`src/rtl/qat_pkg.sv`:
```
// shared types and character codes for the quoted argument tokenizer
// no dependencies
package qat_pkg;

  localparam logic [7:0] ChNul    = 8'h00;
  localparam logic [7:0] ChSpace  = 8'h20;
  localparam logic [7:0] ChDquote = 8'h22;
  localparam logic [7:0] ChSquote = 8'h27;
  localparam logic [7:0] ChLparen = 8'h28;
  localparam logic [7:0] ChRparen = 8'h29;
  localparam logic [7:0] ChBslash = 8'h5C;

  localparam int unsigned CharW  = 8;
  localparam int unsigned CountW = 8;
  localparam int unsigned MaskW  = 8;
  localparam int unsigned DataW  = CharW + CountW + MaskW + CountW;
  localparam int unsigned UserW  = 3;

  typedef struct packed {
    logic              in_dquote;
    logic              in_squote;
    logic              in_group;
    logic              prev_bslash;
    logic [CharW-1:0]  held_char;
    logic              held_valid;
    logic [CountW-1:0] token_count;
    logic [MaskW-1:0]  group_mask;
  } tok_state_t;

  typedef struct packed {
    logic [CharW-1:0]  out_char;
    logic              char_valid;
    logic              token_end;
    logic [CountW-1:0] token_index;
    logic              token_dropped;
    logic              line_end;
    logic [MaskW-1:0]  group_mask;
    logic [CountW-1:0] arg_total;
  } tok_result_t;

  typedef struct packed {
    tok_state_t  state;
    tok_result_t result;
    logic        emit;
  } tok_step_t;

  localparam tok_state_t TokStateReset = '{
    in_dquote:   1'b0,
    in_squote:   1'b0,
    in_group:    1'b0,
    prev_bslash: 1'b0,
    held_char:   '0,
    held_valid:  1'b0,
    token_count: '0,
    group_mask:  '0
  };

endpackage

```
`src/rtl/quoted_argument_tokenizer_top.sv`:
```
// top level of the quoted argument tokenizer: stream ports, state and result register
// depends on qat_pkg and qat_step
// a result is registered and appears in the cycle after the character that causes it is accepted
// throughput: one character per cycle unless a held result stalls; the result register frees in the cycle it is taken
// reset: all tokenizer state and the result register clear asynchronously
// a zero character also returns the state to its reset value after its result
module quoted_argument_tokenizer_top (
  input  logic                        clk_i,
  input  logic                        rst_ni,
  input  logic                        s_axis_tvalid,
  output logic                        s_axis_tready,
  input  logic [qat_pkg::CharW-1:0]   s_axis_tdata,  // char_code
  output logic                        m_axis_tvalid,
  input  logic                        m_axis_tready,
  // out_char, token_index, group_mask, arg_total
  output logic [qat_pkg::DataW-1:0]   m_axis_tdata,
  output logic [qat_pkg::UserW-1:0]   m_axis_tuser,  // char_valid, token_end, token_dropped
  output logic                        m_axis_tlast   // line_end
);
  import qat_pkg::*;

  tok_state_t  state_q, state_d;
  tok_result_t res_q;
  logic        out_valid_q, out_valid_d;
  tok_step_t   step;
  logic        in_fire;

  qat_step u_step (
    .state_i (state_q),
    .char_i  (s_axis_tdata),
    .step_o  (step)
  );

  assign s_axis_tready = !out_valid_q || m_axis_tready;
  assign in_fire       = s_axis_tvalid && s_axis_tready;
  assign state_d       = in_fire ? step.state : state_q;
  assign out_valid_d   = in_fire ? step.emit : (out_valid_q && !m_axis_tready);

  always_ff @(posedge clk_i or negedge rst_ni) begin
    if (!rst_ni) begin
      state_q     <= TokStateReset;
      out_valid_q <= 1'b0;
      res_q       <= '0;
    end else begin
      state_q     <= state_d;
      out_valid_q <= out_valid_d;
      if (in_fire && step.emit) begin
        res_q <= step.result;
      end
    end
  end

  assign m_axis_tvalid = out_valid_q;
  assign m_axis_tdata  = {res_q.arg_total, res_q.group_mask, res_q.token_index, res_q.out_char};
  assign m_axis_tuser  = {res_q.token_dropped, res_q.token_end, res_q.char_valid};
  assign m_axis_tlast  = res_q.line_end;

endmodule

```
`src/rtl/qat_step.sv`:
```
// next-state and result logic for one input character
// depends on qat_pkg
module qat_step (
  input  qat_pkg::tok_state_t        state_i,
  input  logic [qat_pkg::CharW-1:0]  char_i,
  output qat_pkg::tok_step_t         step_o
);
  import qat_pkg::*;

  logic              outside;
  logic              escaped;
  logic [CountW-1:0] count_inc;
  tok_state_t        st;
  tok_result_t       res;
  logic              emit;

  assign outside   = !state_i.in_dquote && !state_i.in_squote && !state_i.in_group;
  assign escaped   = state_i.prev_bslash;
  assign count_inc = (state_i.token_count != '1) ? state_i.token_count + 1'b1
                                                 : state_i.token_count;

  always_comb begin
    st                = state_i;
    emit              = 1'b0;
    res.out_char      = '0;
    res.char_valid    = 1'b0;
    res.token_end     = 1'b0;
    res.token_index   = state_i.token_count;
    res.token_dropped = 1'b0;
    res.line_end      = 1'b0;
    res.group_mask    = state_i.group_mask;
    res.arg_total     = state_i.token_count;

    if (char_i == ChNul) begin
      emit         = 1'b1;
      res.line_end = 1'b1;
      if (!outside) begin
        res.token_dropped = 1'b1;
      end else if (state_i.held_valid) begin
        res.out_char   = state_i.held_char;
        res.char_valid = 1'b1;
        res.token_end  = 1'b1;
        res.arg_total  = count_inc;
      end
      st = TokStateReset;
    end else begin
      priority if (char_i == ChSpace && outside) begin
        if (state_i.held_valid) begin
          emit           = 1'b1;
          res.out_char   = state_i.held_char;
          res.char_valid = 1'b1;
          res.token_end  = 1'b1;
          res.arg_total  = count_inc;
          st.token_count = count_inc;
          st.held_valid  = 1'b0;
          st.held_char   = '0;
        end
      end else if (char_i == ChDquote && !state_i.in_squote && !state_i.in_group
                   && !escaped) begin
        st.in_dquote = !state_i.in_dquote;
      end else if (char_i == ChSquote && !state_i.in_dquote && !state_i.in_group
                   && !escaped) begin
        st.in_squote = !state_i.in_squote;
      end else if (char_i == ChLparen && !state_i.in_dquote && !state_i.in_squote) begin
        st.in_group = 1'b1;
      end else if (char_i == ChRparen && !state_i.in_dquote && !state_i.in_squote) begin
        st.in_group = 1'b0;
        if (state_i.token_count < CountW'(MaskW)) begin
          st.group_mask[state_i.token_count[$clog2(MaskW)-1:0]] = 1'b1;
        end
      end else if ((char_i == ChDquote || char_i == ChSquote) && escaped
                   && state_i.held_valid) begin
        st.held_char = char_i;
      end else begin
        if (state_i.held_valid) begin
          emit           = 1'b1;
          res.out_char   = state_i.held_char;
          res.char_valid = 1'b1;
        end
        st.held_char  = char_i;
        st.held_valid = 1'b1;
      end
      st.prev_bslash = (char_i == ChBslash);
    end
  end

  assign step_o.state  = st;
  assign step_o.result = res;
  assign step_o.emit   = emit;

endmodule

```
`config.mk`:
```
export PLATFORM = sky130hd
export DESIGN_NAME = quoted_argument_tokenizer_top
export DESIGN_NICKNAME = d
export VERILOG_FILES = /design/src/rtl/qat_pkg.sv /design/src/rtl/quoted_argument_tokenizer_top.sv /design/src/rtl/qat_step.sv
export SDC_FILE = /design/constraint.sdc
export NUM_CORES = 1
export LEC_CHECK = 0
export ABC_AREA = 0
export BUFFER_PORTS_ARGS = -buffer_cell sky130_fd_sc_hd__buf_4
export CAP_MARGIN = 5
export CORE_UTILIZATION = 52
export DETAILED_ROUTE_END_ITERATION = 8
export PLACE_DENSITY = 0.76
export SYNTH_ARGS = -nofsm -noshare
export SYNTH_HDL_FRONTEND = slang
export SYNTH_HIERARCHICAL = 1
export SYNTH_SLANG_ARGS = --single-unit
```
`constraint.sdc`:
```
create_clock -name clk_i -period 2.4 [get_ports clk_i]
set_clock_uncertainty 0.15 [all_clocks]
set_input_delay 0.24 -clock clk_i [delete_from_list [all_inputs] [get_ports clk_i]]
set_output_delay 0.24 -clock clk_i [all_outputs]
set_load 0.02 [all_outputs]
```
==> implementation parameters, run 1 <==
Parameter                              Value

Clock network
  Clock sink total    66
  CTS HTree Levels    3
  TritonCTS buffer count    9
  Buffers inserted by post-CTS timing repair    0
  Clock tree buffer depth    2
  Reg clk slew, reported paths    70 ps
  Source-to-sink clock delay at the later pin of the worst-skew pair    340 ps
  CTS Root Buffer Type    sky130_fd_sc_hd__clkbuf_8
  Clock tree from TritonCTS    built

Synthesis
  Warning count from the yosys run    6
  Synthesized-area fraction occupied by and/or/nand/nor cells    0.115
  Combinational family with the most area after synthesis    multiplexers
  Post-synthesis xor/xnor area fraction    0.0185
  EDFF count, synth    0
  Gate count of the mapped netlist    311
  Most frequent cell after synthesis    sky130_fd_sc_hd__dfrtp_1
  Top cell type's share of synthesized area    0.435
  Ys async rst share    1.00
  Mean Syn Cell Area    12.2 um^2
  Library cell with the largest summed area after synthesis    sky130_fd_sc_hd__dfrtp_1
  Cell types with the highest counts after synthesis    sky130_fd_sc_hd__dfrtp_1 (66), sky130_fd_sc_hd__mux2_2 (35), sky130_fd_sc_hd__mux2_4 (30)
  Net Count, Synth    324
  Compound-Gate Fraction of Synth Area    0.103
  Number of register bits inferred by synthesis    66
  Post-synthesis adder-cell area fraction    0.00330
  Proportion of synthesized area in mux cells    0.242
  Primary FF master, synth    sky130_fd_sc_hd__dfrtp_1
  Number of distinct standard cells referenced by the synthesized netlist    48
  Share of the yosys chip area belonging to registers    0.435
  Cell types with the largest area share after synthesis    sky130_fd_sc_hd__dfrtp_1 (44%), sky130_fd_sc_hd__mux2_4 (12%), sky130_fd_sc_hd__mux2_2 (10%)
  Total standard cell area after synthesis    3790 um^2

Pwr
  Peak ir drop on the vdd network    444 uV
  Power density over the cells    839 nW/um^2
  Lkg Pwr    2.17 nW
  Final Total Pwr    0.00384 W

Worst setup path
  Worst Path Class, Setup    reg2reg
  Delay contributed by the slowest stage of the critical path    440 ps
  Combined buffer and inverter count along the critical path    1
  Register-to-Register Setup Slack    180 ps
  Startpoint of the most critical register-to-register path    state_q[28]$_DFFE_PN0P_
  Category of cells accounting for the largest share of critical-path delay    compound AO/OA/AOI/OAI gates
  Crit start category    flip-flop
  Category of the worst setup path capture point    flip-flop
  Cell Chain, Critical Path    and3b_1 > o21ai_1 > a21o_1 > a21o_1 > nand2_4 > nor2b_4 > buf_12 > mux2_2
  WP data required    2470 ps
  Terminus of the critical flop-to-flop path    m_axis_tlast$_DFFE_PN0P_
  Data arrival, critical path    2300 ps
  Worst-case reg-to-reg path depth    8
  Highest net fanout along the worst path    21
  Max stage delay cell, worst path    sky130_fd_sc_hd__dfrtp_1
  Cell repeated most along the worst path    sky130_fd_sc_hd__a21o_1

Hold path
  Origin of the worst min-delay path    m_axis_tready
  End of the worst hold path    m_axis_tvalid$_DFF_PN0_
  Worst hold path stage count    3
  Hold Path Class    in2reg

Die
  Placement row count    30
  Die ar.    7640 um^2
  Initial Utilization    0.549
  Number of placed I/O pins    50
  Vertical die dimension    87.4 um
  Area of the placeable core    6910 um^2
  Die Wd    87.4 um

Drt
  Total DRC errors in the routed layout    0
  Vias per inst    5.66
  Average wire per standard cell    16.5 um
  Overall via count from detail_route    2661
  Total wirelength of the detailed-routed design    7760 um
  Count of routing violations after the opening detailed-route iteration    166
  First-pass DRT Iterations    4
  Final antenna-violating net count    0

STA
  Number of pins exceeding their max-slew limit in the final report    0
  Slew at the pin closest to its max-slew limit    813 ps
  Minimum period implied by the final worst setup slack    2220 ps
  Fraction of the cycle the final worst path needs    0.927
  Unrepaired setup endpoints after global routing    no
  Final Setup Violations    0
  Worst max-slew margin expressed relative to the limit    0.458
  Highest clock frequency the design can meet    450 MHz
  Number of failing hold endpoints at the final stage    0

Layout
  Footprint of the multi-input gates    1850 um^2
  Ant. Diodes    0
  Total number of nets in the final design    382
  Final standard cell utilization of the core    0.662
  Seq. cell area    1650 um^2
  Number of filler instances in the final layout    554
  Layout cells sized above 1    0.457
  Area overhead of the layout relative to synthesis    20.6%

Placement
  Number of input and output port buffers inserted    49
  Final estimated routing congestion in global placement    0.908
  Estimated wirelength of the detail-placed design    5340 um

Global routing
  Global-route wire length before repair    12700 um
  Antenna violations before repair    0
  Sum of overflow across all layers after global routing    0
  Vias in the first global route    2520
  Maximum number of pins on one net before global-route repair    67
  All-Layer GR Usage    0.221

Outcome
  Outcome    finished, final reports clean

Flow run
  # Max-Cap Violations    0
-- logic make-up after synthesis --
kind of cell / after synthesis
flip-flops: 66
adder cells (fa/ha/maj): 1
multiplexers: 72
AND/OR/NAND/NOR: 70
AO/OA/AOI/OAI: 52
buffers and inverters: 42
XOR/XNOR: 8
-- worst max-delay path by stage --
| stage | to | depth (start not counted) | slack [ps] | startpoint |
|---|---|---|---|---|
| floorplan | m_axis_tdata[0]$_DFFE_PN0P_ | 10 | -90 | s_axis_tdata[7] |
| global placement | m_axis_tdata[7]$_DFFE_PN0P_ | 7 | 20 | s_axis_tdata[7] |
| detailed placement | m_axis_tdata[22]$_DFFE_PN0P_ | 8 | -0.05 | s_axis_tdata[6] |
| CTS | m_axis_tlast$_DFFE_PN0P_ | 8 | 180 | state_q[28]$_DFFE_PN0P_ |
| global route | m_axis_tdata[22]$_DFFE_PN0P_ | 8 | 20 | state_q[27]$_DFFE_PN0P_ |
| finish | m_axis_tlast$_DFFE_PN0P_ | 8 | 180 | state_q[28]$_DFFE_PN0P_ |
-- per-stage QoR --
step           instances  setup TNS, ps  hold slack (ps)  area, um^2  setup WS (ps)
3_5_place_dp         452        -0.0546              241        4280        -0.0546
3_3_place_gp         452              0              234        4280           19.8
4_1_cts              470              0             18.6        4570            184
6_report             470              0             26.9        4570            176
5_1_grt              470              0             28.8        4570           17.0
2_1_floorplan        311          -2770             -206        3830          -92.3
-- report_power, final --
| part | switching (W) | internal, W | leakage (nW) |
|---|---|---|---|
| logic | 0.000542 | 0.000570 | 1.19 |
| registers | 0.000160 | 0.00130 | 0.845 |
| clock network | 0.000439 | 0.000827 | 0.137 |
| total | 0.00114 | 0.00270 | 2.17 |
-- cell type report --
cell class | count | share of cell area
multi-input cells | 203 | 0.405
flip-flops and latches | 66 | 0.361
repair buffers | 79 | 0.139
clock buffers | 10 | 0.0301
clock inverters | 6 | 0.0301
well taps | 96 | 0.0263
inverters | 10 | 0.00821
-- cells in the final DEF, fill, tap and decap left out, types with 5 or more instances in the layout --
cell,instances
sky130_fd_sc_hd__a21o_1,7
sky130_fd_sc_hd__a21oi_1,7
sky130_fd_sc_hd__a22o_1,11
sky130_fd_sc_hd__buf_4,74
sky130_fd_sc_hd__clkbuf_8,10
sky130_fd_sc_hd__dfrtp_1,66
sky130_fd_sc_hd__inv_1,10
sky130_fd_sc_hd__mux2_2,35
sky130_fd_sc_hd__mux2_4,30
sky130_fd_sc_hd__nand2_1,8
sky130_fd_sc_hd__nand3_1,13
sky130_fd_sc_hd__nor2_1,6
sky130_fd_sc_hd__nor2b_1,9
sky130_fd_sc_hd__nor3_1,8
sky130_fd_sc_hd__nor4_1,6
sky130_fd_sc_hd__o211ai_1,6
sky130_fd_sc_hd__o21ai_0,8
sky130_fd_sc_hd__xnor2_1,5
-- metal layers --
| metal | routed length, um | GRT usage |
|---|---|---|
| met1 | 3560 | 0.299 |
| met2 | 3730 | 0.349 |
| met3 | 386 | 0.0531 |
| met4 | 87 | 0.0730 |
| met5 | 0 | 0 |
-- tightest hold or removal path: cells and delay by family --
family,cells,cell delay [ps]
buffers and inverters,1,80
and+or+nand+nor,2,160
-- state kept, by name, summed over array words and instances (netlist names) --
register and cells:
m_axis_tlast 1, m_axis_tdata 32, state_q 29, m_axis_tvalid 1
m_axis_tuser 3
-- repair_timing --
| item | 4_1_cts | 5_1_grt |
|---|---|---|
| hold buffers | 2 | 0 |
| hold endpoints to repair | 67 | 0 |
| resized for setup | 0 | 0 |
(Power assumes the default switching activity.)
==> inputs of run 2 (changes only) <==
--- a/config.mk
+++ b/config.mk
@@ -8,9 +8,10 @@
 export ABC_AREA = 0
 export BUFFER_PORTS_ARGS = -buffer_cell sky130_fd_sc_hd__buf_4
 export CAP_MARGIN = 5
-export CORE_UTILIZATION = 52
+export CORE_UTILIZATION = 54
+export CTS_BUF_LIST = sky130_fd_sc_hd__clkbuf_4 sky130_fd_sc_hd__clkbuf_8
 export DETAILED_ROUTE_END_ITERATION = 8
-export PLACE_DENSITY = 0.76
+export PLACE_DENSITY = 0.78
 export SYNTH_ARGS = -nofsm -noshare
 export SYNTH_HDL_FRONTEND = slang
 export SYNTH_HIERARCHICAL = 1
==> implementation parameters, run 2 (synthesis results as in run 1) <==
Parameter                              Value

Worst setup path
  Cell repeated most along the worst path    sky130_fd_sc_hd__a21o_1
  Category of the worst setup path capture point    flip-flop
  Combined buffer and inverter count along the critical path    1 (unchanged)
  Data arrival, critical path    2390 ps (+90 ps)
  WP data required    2480 ps (about the same)
  Worst Path Class, Setup    reg2reg
  Category of cells accounting for the largest share of critical-path delay    compound AO/OA/AOI/OAI gates
  Crit start category    flip-flop
  Max stage delay cell, worst path    sky130_fd_sc_hd__dfrtp_1
  Cell Chain, Critical Path    and3b_1 > o21ai_1 > a21o_1 > a21o_1 > nand2_4 > nor2b_4 > buf_12 > mux2_2
  Delay contributed by the slowest stage of the critical path    460 ps (+20 ps)
  Highest net fanout along the worst path    21 (unchanged)

Layout
  Ant. Diodes    0 (unchanged)
  Leading cell types in the layout, fill and taps excluded    sky130_fd_sc_hd__buf_4 (73), sky130_fd_sc_hd__dfrtp_1 (66), sky130_fd_sc_hd__mux2_2 (35)
  Most common cell after layout, fill and taps aside    sky130_fd_sc_hd__buf_4
  Final standard cell utilization of the core    0.663 (+0.00103)
  Post-route insts no fill    469 (-0.21%)
  Layout cells sized above 1    0.458 (+0.00123)
  Area overhead of the layout relative to synthesis    18.8%
  Max reg flops    32 (unchanged)
  Number of filler instances in the final layout    522 (-5.8%)
  Total number of nets in the final design    382 (unchanged)

Outcome
  Outcome    finished, final reports clean

Placement
  Estimated wirelength of the detail-placed design    5430 um (+1.7%)
  Number of input and output port buffers inserted    49 (unchanged)
  Final estimated routing congestion in global placement    0.843 (-7.1%)
  Pre-CTS setup slack    10.2 ps (+10.3 ps)
  Placed instance count    452 (unchanged)

Drt
  Total DRC errors in the routed layout    0 (unchanged)
  Vias per inst    5.60 (-1.1%)
  Overall via count from detail_route    2626 (-1.3%)
  Total wirelength of the detailed-routed design    7820 um (+0.71%)
  Average wire per standard cell    16.7 um (+0.92%)
  First-pass DRT Iterations    5 (+1)
  Final antenna-violating net count    0 (unchanged)
  Count of routing violations after the opening detailed-route iteration    249 (+50%)

Die
  Die Wd    85.8 um (-1.8%)
  Area of the placeable core    6790 um^2 (-1.6%)
  Placement row count    30 (unchanged)
  Initial Utilization    0.558 (+0.00910)
  Number of placed I/O pins    50 (unchanged)
  Vertical die dimension    85.8 um (-1.8%)
  Die ar.    7360 um^2 (-3.6%)

Clock network
  Clock tree from TritonCTS    built
  Source-to-sink clock delay at the later pin of the worst-skew pair    340 ps (about the same)
  CTS HTree Levels    3 (unchanged)
  Clock sink total    66 (unchanged)
  Reg clk slew, reported paths    70 ps (about the same)
  Clock tree buffer depth    2 (unchanged)
  TritonCTS buffer count    9 (unchanged)
  CTS Root Buffer Type    sky130_fd_sc_hd__clkbuf_8

Global routing
  Vias in the first global route    2514 (-0.24%)
  Sum of overflow across all layers after global routing    0 (unchanged)
  Maximum number of pins on one net before global-route repair    67 (unchanged)
  Antenna violations before repair    0 (unchanged)
  All-Layer GR Usage    0.227 (+0.00568)
  Global-route wire length before repair    12800 um (+0.81%)

STA
  Number of failing hold endpoints at the final stage    0 (unchanged)
  Unrepaired setup endpoints after global routing    no
  Fraction of the cycle the final worst path needs    0.960 (+0.0337)
  Minimum period implied by the final worst setup slack    2300 ps (+81.0 ps)
  Number of pins exceeding their max-slew limit in the final report    0 (unchanged)
  Worst max-slew margin expressed relative to the limit    0.435 (-0.0224)
  Slew at the pin closest to its max-slew limit    847 ps (+33.6 ps)
  Final Setup Violations    0 (unchanged)
  Highest clock frequency the design can meet    434 MHz (-3.5%)
  Min setup slack post-route    95.2 ps (-81.0 ps)

Hold path
  Hold Path Class    in2reg

Pwr
  Final Total Pwr    0.00346 W (-9.9%)
  Lkg Pwr    2.14 nW (-1.3%)
  Peak ir drop on the vdd network    412 uV (-7.1%)
  Power density over the cells    767 nW/um^2 (-8.6%)

Flow run
  # Max-Cap Violations    0 (unchanged)
[run 2: cell types whose count changed in the layout (fill, tap and decap cells not counted)]
cell	delta
sky130_fd_sc_hd__nor4_2	+1
sky130_fd_sc_hd__clkbuf_8	+3
sky130_fd_sc_hd__nor4_1	-1
sky130_fd_sc_hd__clkinv_2	+2
sky130_fd_sc_hd__buf_12	+1
sky130_fd_sc_hd__bufinv_16	-4
sky130_fd_sc_hd__buf_4	-1
sky130_fd_sc_hd__clkinv_4	-2
[run 2: final timing paths]
check,startpoint,to,slack [ps],cells after the start
worst min register to register,m_axis_tdata[28]$_DFFE_PN0P_,m_axis_tdata[28]$_DFFE_PN0P_,360,1
worst max register to register,state_q[28]$_DFFE_PN0P_,m_axis_tuser[1]$_DFFE_PN0P_,100,8
worst max-delay path,state_q[28]$_DFFE_PN0P_,m_axis_tuser[1]$_DFFE_PN0P_,100,8
min in group asynchronous,rst_ni,m_axis_tuser[1]$_DFFE_PN0P_,380,2
max in group asynchronous,rst_ni,state_q[1]$_DFFE_PN0P_,1140,2
worst min-delay path,m_axis_tready,m_axis_tvalid$_DFF_PN0_,30,3
[run 2: power breakdown]
part           switching [W]  internal (W)
clock network       0.000399      0.000479
logic               0.000546      0.000573
registers           0.000160       0.00130
total                0.00111       0.00235
[run 2: through the flow]
| step | cell area (um^2) | hold slack, ps | setup TNS, ps |
|---|---|---|---|
| 6_report | 4510 | 28.0 | 0 |
| 5_1_grt | 4510 | 24.1 | 0 |
| 4_1_cts | 4500 | 20.9 | 0 |
| 3_5_place_dp | 4290 | 246 | 0 |
| 3_3_place_gp | 4290 | 235 | 0 |
| 2_1_floorplan | 3830 | -206 | -2770 |
[run 2: cell type report]
type / instances / area [um^2] / area share
multi-input combinational: 203 / 1860 / 0.413
sequential: 66 / 1650 / 0.366
timing repair buffer: 79 / 648 / 0.144
clock buffer: 13 / 179 / 0.0397
tap: 96 / 120 / 0.0267
inverter: 10 / 37.5 / 0.00833
clock inverter: 2 / 10.0 / 0.00222
[run 2: repair_timing]
action | CTS | global route
setup endpoints to repair | 0 | 27
resized for setup | 0 | 1
buffers inserted | 0 | 0
hold buffers | 2 | 0
hold endpoints to repair | 67 | 0
[run 2: worst min-delay path: cells and delay by family]
family,cells,cell delay (ps)
buffers and inverters,1,80
AND/OR/NAND/NOR,2,170
[run 2: per-layer routing]
layer / part of all wire / up-vias / global-route usage
met2: 0.48 / 88 / 0.351
met5: 0 / - / 0
met1: 0.45 / 1288 / 0.312
met4: 0.016 / 0 / 0.0879
li1: - / 1239 / -
met3: 0.050 / 11 / 0.0520
==> inputs of run 3 (changes only) <==
--- a/config.mk
+++ b/config.mk
@@ -8,9 +8,11 @@
 export ABC_AREA = 0
 export BUFFER_PORTS_ARGS = -buffer_cell sky130_fd_sc_hd__buf_4
 export CAP_MARGIN = 5
+export CORE_ASPECT_RATIO = 1.2
 export CORE_UTILIZATION = 54
 export CTS_BUF_LIST = sky130_fd_sc_hd__clkbuf_4 sky130_fd_sc_hd__clkbuf_8
 export DETAILED_ROUTE_END_ITERATION = 8
+export MAX_ROUTING_LAYER = met4
 export PLACE_DENSITY = 0.78
 export SYNTH_ARGS = -nofsm -noshare
 export SYNTH_HDL_FRONTEND = slang
==> implementation parameters, run 3 (synthesis results as in run 1) <==
Parameter                              Value

Outcome
  Outcome    finished, final reports clean

Layout
  Layout cells sized above 1    0.454 (-0.00439)
  Max reg flops    32 (unchanged)
  Ant. Diodes    0 (unchanged)
  Most common cell after layout, fill and taps aside    sky130_fd_sc_hd__buf_4
  Final standard cell area without fillers    4430 um^2 (-1.6%)
  Leading cell types in the layout, fill and taps excluded    sky130_fd_sc_hd__buf_4 (70), sky130_fd_sc_hd__dfrtp_1 (66), sky130_fd_sc_hd__mux2_2 (35)
  Total number of nets in the final design    378 (-1.0%)
  Area overhead of the layout relative to synthesis    16.9%

Die
  Placement row count    33 (+10%)
  Area of the placeable core    6810 um^2 (+0.28%)
  Vertical die dimension    93.8 um (+9.3%)
  Number of placed I/O pins    50 (unchanged)
  Die Wd    78.5 um (-8.5%)
  Die ar.    7360 um^2 (about the same)
  Initial Utilization    0.557 (-0.00154)

Pwr
  Lkg Pwr    2.10 nW (-1.6%)
  Power density over the cells    764 nW/um^2 (-0.43%)
  Peak ir drop on the vdd network    523 uV (+27%)

Worst setup path
  Highest net fanout along the worst path    23 (+9.5%)
  Register-to-Register Setup Slack    100 ps (about the same)
  Worst-case reg-to-reg path depth    8 (unchanged)
  Worst Path Class, Setup    reg2reg
  WP data required    2490 ps (about the same)
  Data arrival, critical path    2400 ps (about the same)
  Crit start category    flip-flop
  Category of the worst setup path capture point    flip-flop

Clock network
  Buffers inserted by post-CTS timing repair    0 (unchanged)
  Reg clk slew, reported paths    70 ps (about the same)
  Clock tree buffer depth    2 (unchanged)
  Clock sink total    66 (unchanged)
  CTS HTree Levels    3 (unchanged)
  Source-to-sink clock delay at the later pin of the worst-skew pair    360 ps (+20 ps)
  CTS Root Buffer Type    sky130_fd_sc_hd__clkbuf_8
  Clock tree from TritonCTS    built
  TritonCTS buffer count    9 (unchanged)

Placement
  Placed Instance Area    4240 um^2 (-1.3%)
  Number of input and output port buffers inserted    49 (unchanged)
  Estimated wirelength of the detail-placed design    5250 um (-3.4%)
  Final estimated routing congestion in global placement    0.883 (+4.6%)

Hold path
  Worst hold path stage count    3 (unchanged)
  Hold Path Class    in2reg

Drt
  Total DRC errors in the routed layout    0 (unchanged)
  Count of routing violations after the opening detailed-route iteration    223 (-10%)
  Vias per inst    5.76 (+2.9%)
  Average wire per standard cell    16.7 um (about the same)
  Overall via count from detail_route    2633 (+0.27%)
  Total wirelength of the detailed-routed design    7620 um (-2.6%)
  Final antenna-violating net count    0 (unchanged)
  First-pass DRT Iterations    4 (-1)

STA
  Number of failing hold endpoints at the final stage    0 (unchanged)
  Slew at the pin closest to its max-slew limit    806 ps (-40.9 ps)
  Final Setup Violations    0 (unchanged)
  Post-Route Hold Slack    17.7 ps (-10.3 ps)
  Worst max-slew margin expressed relative to the limit    0.463 (+0.0273)
  Unrepaired setup endpoints after global routing    no
  Highest clock frequency the design can meet    435 MHz (+0.18%)
  Number of pins exceeding their max-slew limit in the final report    0 (unchanged)
  Fraction of the cycle the final worst path needs    0.959 (-0.00172)
  Minimum period implied by the final worst setup slack    2300 ps (-4.13 ps)

Global routing
  Sum of overflow across all layers after global routing    0 (unchanged)
  Global-route wire length before repair    12400 um (-2.6%)
  Vias in the first global route    2525 (+0.44%)
  All-Layer GR Usage    0.235 (+0.00767)
  Antenna violations before repair    0 (unchanged)
  Maximum number of pins on one net before global-route repair    67 (unchanged)

Flow run
  # Max-Cap Violations    0 (unchanged)
==> run 3: cell count changes in the layout (fill, tap and decap cells not counted), sizes merged <==
cell | previous run | this run
clkbuf | 13 | 9
buf | 77 | 73
clkinv | 2 | 5
clkinvlp | 0 | 1
inv | 10 | 11
==> run 3: critical path, cell delays in order (launching register included) <==
cell	delay [ps]
sky130_fd_sc_hd__dfrtp_1	470
sky130_fd_sc_hd__and3b_1	240
sky130_fd_sc_hd__o21ai_1	180
sky130_fd_sc_hd__a21o_1	170
sky130_fd_sc_hd__a21o_1	160
sky130_fd_sc_hd__nand2_4	60
sky130_fd_sc_hd__nor2b_4	170
sky130_fd_sc_hd__buf_12	220
sky130_fd_sc_hd__mux2_2	370
==> run 3: what timing repair did <==
action                                 in CTS  in global routing
endpoints found under the hold margin      67                  0
hold buffers                                2                  0
gates resized for setup                     0                  1
setup endpoints to repair                   0                  1
==> run 3: worst paths after layout <==
path,startpoint,end
worst max-delay path,state_q[28]$_DFFE_PN0P_,m_axis_tdata[15]$_DFFE_PN0P_
max in group asynchronous,rst_ni,m_axis_tdata[12]$_DFFE_PN0P_
worst min-delay path,m_axis_tready,m_axis_tvalid$_DFF_PN0_
worst min register to register,m_axis_tdata[31]$_DFFE_PN0P_,m_axis_tdata[31]$_DFFE_PN0P_
min in group asynchronous,rst_ni,state_q[2]$_DFFE_PN0P_
worst max register to register,state_q[28]$_DFFE_PN0P_,m_axis_tdata[15]$_DFFE_PN0P_
==> run 3: power by group <==
group / internal (W) / total, W / switching [W]
registers: 0.00130 / 0.00148 / 0.000178
logic: 0.000558 / 0.00108 / 0.000524
clock network: 0.000371 / 0.000826 / 0.000454
==> run 3: area by class of cell <==
class | instances | area, um^2
clock buffer | 9 | 124
clock inverter | 7 | 45.0
fill | 558 | 2380
inverter | 10 | 37.5
multi-input combinational | 203 | 1860
sequential | 66 | 1650
tap | 87 | 109
timing repair buffer | 75 | 606
==> run 3: metal layers <==
layer	vias to the layer above	wire, um	global-route usage	share of wire
li1	1237	-	-	-
met2	85	3730	0.371	0.49
met5	-	0	-	0
met4	0	259	0.137	0.034
met1	1289	3250	0.277	0.43
met3	22	371	0.0476	0.049
==> run 3: per-stage QoR <==
| step | setup WS [ps] | cells | util | TNS, ps | total power, W |
|---|---|---|---|---|---|
| 2_1_floorplan | -92.3 | 311 | - | -2770 | 0.00223 |
| 3_3_place_gp | 15.9 | 439 | 0.622 | 0 | 0.00254 |
| 3_5_place_dp | -48.5 | 439 | 0.622 | -117 | 0.00258 |
| 4_1_cts | 92.8 | 457 | 0.650 | 0 | 0.00340 |
| 5_1_grt | 21.8 | 457 | 0.651 | 0 | 0.00356 |
| 6_report | 99.3 | 457 | 0.651 | 0 | 0.00339 |
